==> src/rtl/core/dvfs_pick_pkg.sv <==
// Package: shared constants, register indexes and widths for the DVFS level / SRTF pick block.
`default_nettype none
package dvfs_pick_pkg;

    // Decision size limit and derived widths
    localparam int MAX_ENTRIES = 16;
    localparam int CNT_W       = $clog2(MAX_ENTRIES + 1);
    localparam int SLOT_W      = (MAX_ENTRIES > 2) ? $clog2(MAX_ENTRIES) : 1;

    // Field widths
    localparam int REM_W    = 26;
    localparam int PCT_W    = 7;
    localparam int LEVEL_W  = 3;
    localparam int OSLOT_W  = 4;
    localparam int SUM_W    = REM_W + $clog2(MAX_ENTRIES);
    localparam int CFG_W    = 26;
    localparam int CFG_IX_W = 3;

    // Comparison widths
    localparam int SUM100_W = SUM_W + 7;
    localparam int UTIL_W   = PCT_W + REM_W;
    localparam int LONG_W   = REM_W + CNT_W;
    localparam int SC_W     = CNT_W + 3;

    // Register indexes
    typedef enum logic [CFG_IX_W-1:0] {
        CFG_SHORT_THR = 3'd0,
        CFG_UTIL_THR  = 3'd1,
        CFG_LONG_THR  = 3'd2,
        CFG_WINDOW    = 3'd3,
        CFG_TOP_LEVEL = 3'd4
    } cfg_index_t;

    // Register reset values
    localparam logic [REM_W-1:0]   SHORT_THR_RST = REM_W'(30000);
    localparam logic [PCT_W-1:0]   UTIL_THR_RST  = PCT_W'(60);
    localparam logic [REM_W-1:0]   LONG_THR_RST  = REM_W'(200000);
    localparam logic [REM_W-1:0]   WINDOW_RST    = REM_W'(200000);
    localparam logic [LEVEL_W-1:0] TOP_LEVEL_RST = LEVEL_W'(2);

    // Window floor and utilization cap
    localparam logic [REM_W-1:0] WINDOW_MIN = REM_W'(1000);
    localparam logic [PCT_W-1:0] PCT_FULL   = PCT_W'(100);

    // Fixed levels
    localparam logic [LEVEL_W-1:0] LEVEL_LOW = LEVEL_W'(0);
    localparam logic [LEVEL_W-1:0] LEVEL_MID = LEVEL_W'(1);

endpackage
`default_nettype wire

==> src/rtl/core/dvfs_pick_in_if.sv <==
// Interface: input channel carrying one ready-queue entry word.
`default_nettype none
interface dvfs_pick_in_if;
    logic                              valid;
    logic                              ready;
    logic [dvfs_pick_pkg::REM_W-1:0]   remaining_us;
    logic                              last;

    modport source (output valid, output remaining_us, output last, input ready);
    modport sink   (input valid, input remaining_us, input last, output ready);
endinterface
`default_nettype wire

==> src/rtl/core/dvfs_pick_out_if.sv <==
// Interface: output channel carrying one decision result word.
`default_nettype none
interface dvfs_pick_out_if;
    logic                                valid;
    logic                                ready;
    logic [dvfs_pick_pkg::LEVEL_W-1:0]   freq_level;
    logic [dvfs_pick_pkg::OSLOT_W-1:0]   chosen_slot;

    modport source (output valid, output freq_level, output chosen_slot, input ready);
    modport sink   (input valid, input freq_level, input chosen_slot, output ready);
endinterface
`default_nettype wire

==> src/rtl/core/dvfs_level_and_srtf_pick.sv <==
// Top level: DVFS frequency level and shortest-remaining-first slot pick.
// Throughput: one entry word per cycle, sustained while the result side does not stall, including across decisions.
// Result path: accepting the last entry word snapshots the decision into the decision
//   register; from there the level compare stage loads the output register once it is
//   free (empty, or its result is being taken).
// Backpressure on the result side stalls the input only once both the decision
//   register and the output register are full.
// Reset: rst_n asynchronous active low; clears accumulators, valids and loads register defaults.
`default_nettype none
module dvfs_level_and_srtf_pick (
    input  wire logic                                    clk,
    input  wire logic                                    rst_n,
    input  wire logic                                    cfg_we,
    input  wire logic [dvfs_pick_pkg::CFG_IX_W-1:0]      cfg_index,
    input  wire logic [dvfs_pick_pkg::CFG_W-1:0]         cfg_data,
    dvfs_pick_in_if.sink                                 entry,
    dvfs_pick_out_if.source                              result
);

    localparam int REM_W    = dvfs_pick_pkg::REM_W;
    localparam int PCT_W    = dvfs_pick_pkg::PCT_W;
    localparam int LEVEL_W  = dvfs_pick_pkg::LEVEL_W;
    localparam int CNT_W    = dvfs_pick_pkg::CNT_W;
    localparam int SLOT_W   = dvfs_pick_pkg::SLOT_W;
    localparam int SUM_W    = dvfs_pick_pkg::SUM_W;
    localparam int SUM100_W = dvfs_pick_pkg::SUM100_W;
    localparam int UTIL_W   = dvfs_pick_pkg::UTIL_W;
    localparam int LONG_W   = dvfs_pick_pkg::LONG_W;
    localparam int SC_W     = dvfs_pick_pkg::SC_W;

    // ------------------------------------------------------------------
    // Configuration registers
    // ------------------------------------------------------------------
    logic [REM_W-1:0]   short_thr_reg;
    logic [PCT_W-1:0]   util_thr_reg;
    logic [REM_W-1:0]   long_thr_reg;
    logic [REM_W-1:0]   window_reg;
    logic [LEVEL_W-1:0] top_level_reg;

    always_ff @(posedge clk or negedge rst_n)
    begin
        if (!rst_n)
        begin
            short_thr_reg <= dvfs_pick_pkg::SHORT_THR_RST;
            util_thr_reg  <= dvfs_pick_pkg::UTIL_THR_RST;
            long_thr_reg  <= dvfs_pick_pkg::LONG_THR_RST;
            window_reg    <= dvfs_pick_pkg::WINDOW_RST;
            top_level_reg <= dvfs_pick_pkg::TOP_LEVEL_RST;
        end
        else if (cfg_we)
        begin
            case (cfg_index)
                dvfs_pick_pkg::CFG_SHORT_THR: short_thr_reg <= cfg_data[REM_W-1:0];
                dvfs_pick_pkg::CFG_UTIL_THR:  util_thr_reg  <= cfg_data[PCT_W-1:0];
                dvfs_pick_pkg::CFG_LONG_THR:  long_thr_reg  <= cfg_data[REM_W-1:0];
                dvfs_pick_pkg::CFG_WINDOW:    window_reg    <= cfg_data[REM_W-1:0];
                dvfs_pick_pkg::CFG_TOP_LEVEL: top_level_reg <= cfg_data[LEVEL_W-1:0];
                default: ;  // unmapped index: ignored
            endcase
        end
    end

    // ------------------------------------------------------------------
    // Pipeline control: decision stage -> output register
    // ------------------------------------------------------------------
    logic dec_valid_reg;
    logic out_valid_reg;
    logic out_free;
    logic dec_free;
    logic in_fire;
    logic in_last_fire;

    assign out_free     = !out_valid_reg || result.ready;
    assign dec_free     = !dec_valid_reg || out_free;
    assign entry.ready  = dec_free;
    assign in_fire      = entry.valid && entry.ready;
    assign in_last_fire = in_fire && entry.last;

    // ------------------------------------------------------------------
    // Accumulate stage: sum, counts and first strict minimum
    // ------------------------------------------------------------------
    logic [SUM_W-1:0]  sum_reg,      sum_next;
    logic [CNT_W-1:0]  cnt_reg,      cnt_next;
    logic [CNT_W-1:0]  short_reg,    short_next;
    logic [REM_W-1:0]  best_rem_reg, best_rem_next;
    logic [SLOT_W-1:0] best_slot_reg, best_slot_next;

    always_comb
    begin
        sum_next       = sum_reg;
        cnt_next       = cnt_reg;
        short_next     = short_reg;
        best_rem_next  = best_rem_reg;
        best_slot_next = best_slot_reg;
        // words past the limit are dropped but still may close the decision
        if (cnt_reg < CNT_W'(dvfs_pick_pkg::MAX_ENTRIES))
        begin
            if (cnt_reg == '0 || entry.remaining_us < best_rem_reg)
            begin
                best_rem_next  = entry.remaining_us;
                best_slot_next = cnt_reg[SLOT_W-1:0];
            end
            sum_next = sum_reg + SUM_W'(entry.remaining_us);
            if (entry.remaining_us <= short_thr_reg)
                short_next = short_reg + CNT_W'(1);
            cnt_next = cnt_reg + CNT_W'(1);
        end
    end

    always_ff @(posedge clk or negedge rst_n)
    begin
        if (!rst_n)
        begin
            sum_reg       <= '0;
            cnt_reg       <= '0;
            short_reg     <= '0;
            best_rem_reg  <= '0;
            best_slot_reg <= '0;
        end
        else if (in_last_fire)
        begin
            sum_reg       <= '0;
            cnt_reg       <= '0;
            short_reg     <= '0;
            best_rem_reg  <= '0;
            best_slot_reg <= '0;
        end
        else if (in_fire)
        begin
            sum_reg       <= sum_next;
            cnt_reg       <= cnt_next;
            short_reg     <= short_next;
            best_rem_reg  <= best_rem_next;
            best_slot_reg <= best_slot_next;
        end
    end

    // ------------------------------------------------------------------
    // Decision register: snapshot of the closed decision
    // ------------------------------------------------------------------
    logic [SUM_W-1:0]  dec_sum_reg;
    logic [CNT_W-1:0]  dec_cnt_reg;
    logic [CNT_W-1:0]  dec_short_reg;
    logic [SLOT_W-1:0] dec_slot_reg;

    always_ff @(posedge clk or negedge rst_n)
    begin
        if (!rst_n)
            dec_valid_reg <= 1'b0;
        else if (dec_free)
            dec_valid_reg <= in_last_fire;
    end

    always_ff @(posedge clk)
    begin
        if (in_last_fire)
        begin
            dec_sum_reg   <= sum_next;
            dec_cnt_reg   <= cnt_next;
            dec_short_reg <= short_next;
            dec_slot_reg  <= best_slot_next;
        end
    end

    // ------------------------------------------------------------------
    // Level select: divisions recast as cross-multiplied compares
    // ------------------------------------------------------------------
    logic [REM_W-1:0]    window_eff;
    logic [SC_W-1:0]     short_x5;
    logic [SC_W-1:0]     cnt_x3;
    logic [SUM100_W-1:0] sum_x100;
    logic [UTIL_W-1:0]   util_x_win;
    logic [LONG_W-1:0]   long_x_cnt;
    logic                many_short;
    logic                busy;
    logic                long_avg;
    logic [LEVEL_W-1:0]  level_next;

    always_comb
    begin
        window_eff = (window_reg < dvfs_pick_pkg::WINDOW_MIN) ?
                     dvfs_pick_pkg::WINDOW_MIN : window_reg;
        short_x5   = SC_W'(dec_short_reg) * SC_W'(5);
        cnt_x3     = SC_W'(dec_cnt_reg) * SC_W'(3);
        sum_x100   = SUM100_W'(dec_sum_reg) * SUM100_W'(100);
        util_x_win = UTIL_W'(util_thr_reg) * UTIL_W'(window_eff);
        long_x_cnt = LONG_W'(long_thr_reg) * LONG_W'(dec_cnt_reg);
        many_short = short_x5 > cnt_x3;
        // threshold at or above full scale can never be exceeded
        busy       = (util_thr_reg < dvfs_pick_pkg::PCT_FULL) &&
                     (sum_x100 > SUM100_W'(util_x_win));
        long_avg   = LONG_W'(dec_sum_reg) > long_x_cnt;
        if (many_short || busy)
            level_next = top_level_reg;
        else if (long_avg)
            level_next = dvfs_pick_pkg::LEVEL_LOW;
        else
            level_next = dvfs_pick_pkg::LEVEL_MID;
    end

    // ------------------------------------------------------------------
    // Output register
    // ------------------------------------------------------------------
    logic [LEVEL_W-1:0]                level_reg;
    logic [dvfs_pick_pkg::OSLOT_W-1:0] slot_reg;

    always_ff @(posedge clk or negedge rst_n)
    begin
        if (!rst_n)
            out_valid_reg <= 1'b0;
        else if (out_free)
            out_valid_reg <= dec_valid_reg;
    end

    always_ff @(posedge clk)
    begin
        if (out_free && dec_valid_reg)
        begin
            level_reg <= level_next;
            slot_reg  <= dvfs_pick_pkg::OSLOT_W'(dec_slot_reg);
        end
    end

    assign result.valid       = out_valid_reg;
    assign result.freq_level  = level_reg;
    assign result.chosen_slot = slot_reg;

    // ------------------------------------------------------------------
    // Assertions
    // ------------------------------------------------------------------
    a_cnt_limit: assert property (@(posedge clk) disable iff (!rst_n)
        cnt_reg <= CNT_W'(dvfs_pick_pkg::MAX_ENTRIES))
        else $error("entry count past limit");

    a_clear_on_last: assert property (@(posedge clk) disable iff (!rst_n)
        in_last_fire |=> (cnt_reg == '0) && (sum_reg == '0) && (short_reg == '0))
        else $error("accumulators not cleared after last word");

    a_last_to_dec: assert property (@(posedge clk) disable iff (!rst_n)
        in_last_fire |=> dec_valid_reg)
        else $error("closed decision not captured");

    a_dec_hold: assert property (@(posedge clk) disable iff (!rst_n)
        (dec_valid_reg && !out_free) |=> dec_valid_reg && $stable(dec_sum_reg)
                                         && $stable(dec_slot_reg))
        else $error("decision register lost while output stalled");

    a_dec_to_out: assert property (@(posedge clk) disable iff (!rst_n)
        (dec_valid_reg && out_free) |=> out_valid_reg)
        else $error("decision not moved to output register");

endmodule
`default_nettype wire
==> src/flat_wrapper.sv <==
// flat-port wrapper written by rule: the top's interface ports become plain ports
module dvfs_level_and_srtf_pick_flat 
  (clk, rst_n, cfg_we, cfg_index, cfg_data, entry_valid, entry_remaining_us, entry_last, entry_ready, result_valid, result_freq_level, result_chosen_slot, result_ready);
  dvfs_pick_in_if entry_i ();
  dvfs_pick_out_if result_i ();
  input  wire logic clk;
  input  wire logic rst_n;
  input  wire logic cfg_we;
  input  wire logic [dvfs_pick_pkg::CFG_IX_W-1:0] cfg_index;
  input  wire logic [dvfs_pick_pkg::CFG_W-1:0] cfg_data;
  input wire logic [$bits(entry_i.valid)-1:0] entry_valid;
  input wire logic [$bits(entry_i.remaining_us)-1:0] entry_remaining_us;
  input wire logic [$bits(entry_i.last)-1:0] entry_last;
  output wire logic [$bits(entry_i.ready)-1:0] entry_ready;
  output wire logic [$bits(result_i.valid)-1:0] result_valid;
  output wire logic [$bits(result_i.freq_level)-1:0] result_freq_level;
  output wire logic [$bits(result_i.chosen_slot)-1:0] result_chosen_slot;
  input wire logic [$bits(result_i.ready)-1:0] result_ready;
  assign entry_i.valid = entry_valid;
  assign entry_i.remaining_us = entry_remaining_us;
  assign entry_i.last = entry_last;
  assign entry_ready = entry_i.ready;
  assign result_valid = result_i.valid;
  assign result_freq_level = result_i.freq_level;
  assign result_chosen_slot = result_i.chosen_slot;
  assign result_i.ready = result_ready;
  dvfs_level_and_srtf_pick u_core (.clk(clk), .rst_n(rst_n), .cfg_we(cfg_we), .cfg_index(cfg_index), .cfg_data(cfg_data), .entry(entry_i), .result(result_i));
endmodule
==> config.mk <==
export PLATFORM = sky130hd
export DESIGN_NAME = dvfs_level_and_srtf_pick_flat
export DESIGN_NICKNAME = d
export VERILOG_FILES = /design/src/rtl/core/dvfs_pick_pkg.sv /design/src/rtl/core/dvfs_pick_in_if.sv /design/src/rtl/core/dvfs_pick_out_if.sv /design/src/rtl/core/dvfs_level_and_srtf_pick.sv /design/src/flat_wrapper.sv
export SDC_FILE = /design/constraint.sdc
export NUM_CORES = 1
export LEC_CHECK = 0
export ABC_AREA = 1
export BUFFER_PORTS_ARGS = -buffer_cell sky130_fd_sc_hd__buf_2
export CELL_PAD_IN_SITES_DETAIL_PLACEMENT = 0
export CELL_PAD_IN_SITES_GLOBAL_PLACEMENT = 1
export CORE_MARGIN = 8
export CORE_UTILIZATION = 53
export DETAILED_ROUTE_END_ITERATION = 8
export PLACE_DENSITY_LB_ADDON = 0.1
export RECOVER_POWER = 100
export SYNTH_ARGS = -nofsm -noshare
export SYNTH_HDL_FRONTEND = slang
export SYNTH_SLANG_ARGS = --single-unit
==> constraint.sdc <==
create_clock -name clk -period 19.6 [get_ports clk]
set_input_delay 1.96 -clock clk [delete_from_list [all_inputs] [get_ports clk]]
set_output_delay 1.96 -clock clk [all_outputs]
set_load 0.05 [all_outputs]
==> key figures <==
Run status
  • Run status: finished, violations left
  • Failing checks: max-capacitance violations, max-slew violations

Floorplan
  • Io pins: 70
  • Core box area: 48600 µm²
  • Die Footprint: 56200 µm²
  • Initial Util: 53.3%
  • Chip height: 237 µm
  • FP Rows: 81
  • DIE WIDTH: 237 µm

STA
  • Final Hold Vio Count: 0
  • Skew final: 0.0254 ns
  • Period utilisation layout: 42.6%
  • Smallest hold slack: 0.423 ns
  • RSZ-0062 raised after global routing: no
  • Final setup vio count: 0
  • Setup ws final: 11.26 ns
  • Fmax: 0.120 GHz
  • Slew Limit Fails: 471
  • Setup_tns: 0 ns
  • Actual slew at the worst max-slew pin: 5.66 ns
  • Slew Limit Headroom: -277%
  • Tmin final: 8.34 ns

Synthesis
  • Most numerous cell in the Yosys netlist: nand2_1
  • Syn avg cell area: 7.70 µm²
  • Cell taking the most area after synthesis: fa_1
  • Register bit count reported by yosys: 211
  • Adder-cell share of the synthesized area: 33.5%
  • Synthesized instance count: 3368
  • Most frequent cells after synthesis: 818 x nand2_1, 687 x inv_1, 344 x ha_1
  • Syn Nets: 3992
  • Post-synthesis compound-gate area fraction: 11.2%
  • Post-synthesis mux area share: 0%
  • Distinct cells, synth: 60
  • Largest family of logic cells by synthesized area: adder cells
  • Seq/Total Area, Yosys: 21.5%
  • Cell Area, Synth: 25900 µm²
  • Post-synth EDFFs: 51
  • Area contributors post-synth: fa_1 17%, ha_1 17%, dfrtp_1 13%, nand2_1 12%, inv_1 9.9%
  • Simple-gate share of the synthesized area: 19.1%
  • XOR/XNOR share of the synthesized area: 3.20%
  • Async SR Flop Fraction: 75.8%
  • Main synth FF type: dfrtp_1
  • Synth top area share: 16.9%
  • Synth warn: 0

Clock network
  • Hold buffer count at CTS: 0
  • Cts bufs inserted: 23
  • H-tree depth: 1
  • Clock-pin slew on the worst setup and hold paths: 0.06 ns
  • Post-CTS Resized: 0
  • Postcts setup bufs: 0
  • CTS max path bufs: 3
  • Clk Latency, worst-skew pair: 0.54 ns
  • Clock Tree Root: clkbuf_16
  • CTS tree: built
  • Clk sink count: 211

Worst hold path
  • Worst hold path class: reg -> reg
  • WHS Path Cells: 0
  • Hold path startpoint: u_core.dec_slot_reg[1]
  • Worst Hold End: u_core.result.chosen_slot[1]

Global route
  • GRT Total Usage: 24.8%
  • First-pass GRT wire length: 113000 µm
  • GRT overflow: 0
  • Vias in the first global route: 21300
  • Largest net degree at the start of global routing: 104
  • Antenna violations before repair: 6

Worst setup path
  • R2r endpoint: u_core.result.freq_level[0]
  • WS Path Type: in -> async
  • Max incr delay on CP: 3.89 ns
  • CP arrival: 8.30 ns
  • R2R cell count: 38
  • Worst Path Buf+Inv: 2
  • Worst Path Max Fanout: 103
  • Crit. End Element: async pin
  • Critical Path Most Common Cell: clkbuf_1
  • R2R setup slack: 11.69 ns
  • R2r startpoint: u_core.window_reg[17]
  • CP cell instances: clkbuf_1 > clkbuf_1
  • Slowest cell on crit path: clkbuf_1
  • Top delay family on crit path: buffers and inverters
  • Setup crit start kind: primary input
  • CP required: 19.56 ns

Pwr
  • Switch share: 52.8%
  • Pwr/cell area: 151 nW/µm²
  • Switching pwr: 2190 µW
  • Clock power share: 11.8%
  • Combinational share of power: 71.8%
  • Peak VDD IR: 74.9 µV
  • Leakage: 0.0154 µW
  • Internal power: 1960 µW
  • Seq pwr share: 16.4%

Detailed routing
  • Initial drt markers: 1440
  • Routed wire length: 69300 µm
  • Vias: 21400
  • Final ANT Viol Nets: 0
  • Drc violations: 0
  • DR WL/cell: 17.2 µm
  • Vias/cell: 5.31
  • Detailed Routing Iterations Pass 1: 5

Cells and area
  • P&R area growth vs syn: 6.16%
  • Layout cell share with drive strength beyond 1: 5.48%
  • Number of fill cells: 4695
  • Final-stage net count: 4017
  • Antenna Cells: 0

Placement
  • Routability congestion estimate: 0.919
  • Pre-CTS setup slack: 11.99 ns
  • Post-DP HPWL: 57700 µm
  • IO Port Bufs: 69

Run
  • Max-cap viol count: 8
## area by class of cell
| class | instances | area (µm²) | share of cell area (%) |
|---|---|---|---|
| Sequential cell | 211 | 5570 | 20.2 |
| Clock inverter | 15 | 235 | 0.855 |
| Timing Repair Buffer | 82 | 384 | 1.40 |
| Tap cell | 622 | 778 | 2.83 |
| Multi-Input combinational cell | 2374 | 17300 | 62.9 |
| Inverter | 701 | 2630 | 9.56 |
| Clock buffer | 27 | 611 | 2.22 |
## power groups by stage
stage          clock network, µW  logic [µW]  registers, µW
3_5_place_dp                   0        2970            685
6_report                     488        2980            682
3_3_place_gp                   0        2910            681
2_1_floorplan                  0        2270            611
4_1_cts                      496        2990            678
5_1_grt                      512        3430            693
## worst reg2reg max path: cells and delay by family (launching register included)
kind | cells | cell delay (ns)
xor+xnor | 1 | 0.16
flops | 1 | 0.62
fa+ha+maj | 6 | 2.72
simple gates | 23 | 2.71
buf+inv | 4 | 0.50
compound gates | 4 | 0.97
## worst max-delay path by stage
stage	endpoint	cells after the start	startpoint	slack, ns
floorplan	u_core.result.freq_level[0]	40	u_core.window_reg[11]	12.88
global placement	u_core.result.freq_level[0]	38	u_core.window_reg[17]	12.15
detailed placement	u_core.result.freq_level[0]	38	u_core.window_reg[17]	11.99
CTS	u_core.result.freq_level[0]	38	u_core.window_reg[17]	11.97
global route	u_core.window_reg[25]	2	rst_n	9.75
finish	u_core.window_reg[19]	2	rst_n	11.26
## cells in the final DEF, fill, tap and decap left out, types with 4 or more instances in the layout
cell	count
a211oi_1	4
a21boi_1	7
a21o_1	13
a21oi_1	187
a21oi_2	9
a31oi_1	12
buf_2	55
bufinv_16	5
clkbuf_1	27
clkbuf_16	23
clkinv_1	8
dfrtp_1	136
dfstp_2	24
edfxtp_1	51
fa_1	219
ha_1	344
inv_1	688
inv_2	5
nand2_1	820
nand2_2	8
nand3_1	86
nand3b_1	9
nand4_1	25
nor2_1	200
nor3_1	15
nor3_2	4
nor4_1	9
o211ai_1	8
o21a_1	12
o21ai_0	201
o21ai_1	22
o21ai_2	9
o21bai_1	5
or2_2	13
xnor2_1	48
xor2_1	44
## through the flow
step / utilization [%] / cells / power (µW) / area, µm²
detailed placement: 55.1 / 3990 / 3660 / 26800
finish: 56.6 / 4032 / 4150 / 27500
CTS: 56.8 / 4032 / 4170 / 27600
floorplan: - / 3368 / 2880 / 25900
global placement: 55.1 / 3990 / 3590 / 26800
global route: 56.6 / 4032 / 4630 / 27500
## cells by family after synthesis
family	count (synthesis)
AOI/OAI and AO/OA	512
xor gates and xnor gates	93
adders and majority gates	563
buffers and inverters	783
DFF	211
and+or+nand+nor	1206
## routing by layer
metal	part of all wire, %	vias up	global-route usage (%)
met5	0	-	0
met4	3.1	0	7.51
met2	46	536	40.8
met1	46	10100	34.1
li1	-	10600	-
met3	5.3	93	3.08
Note: power is estimated with default switching activity, not from simulation.
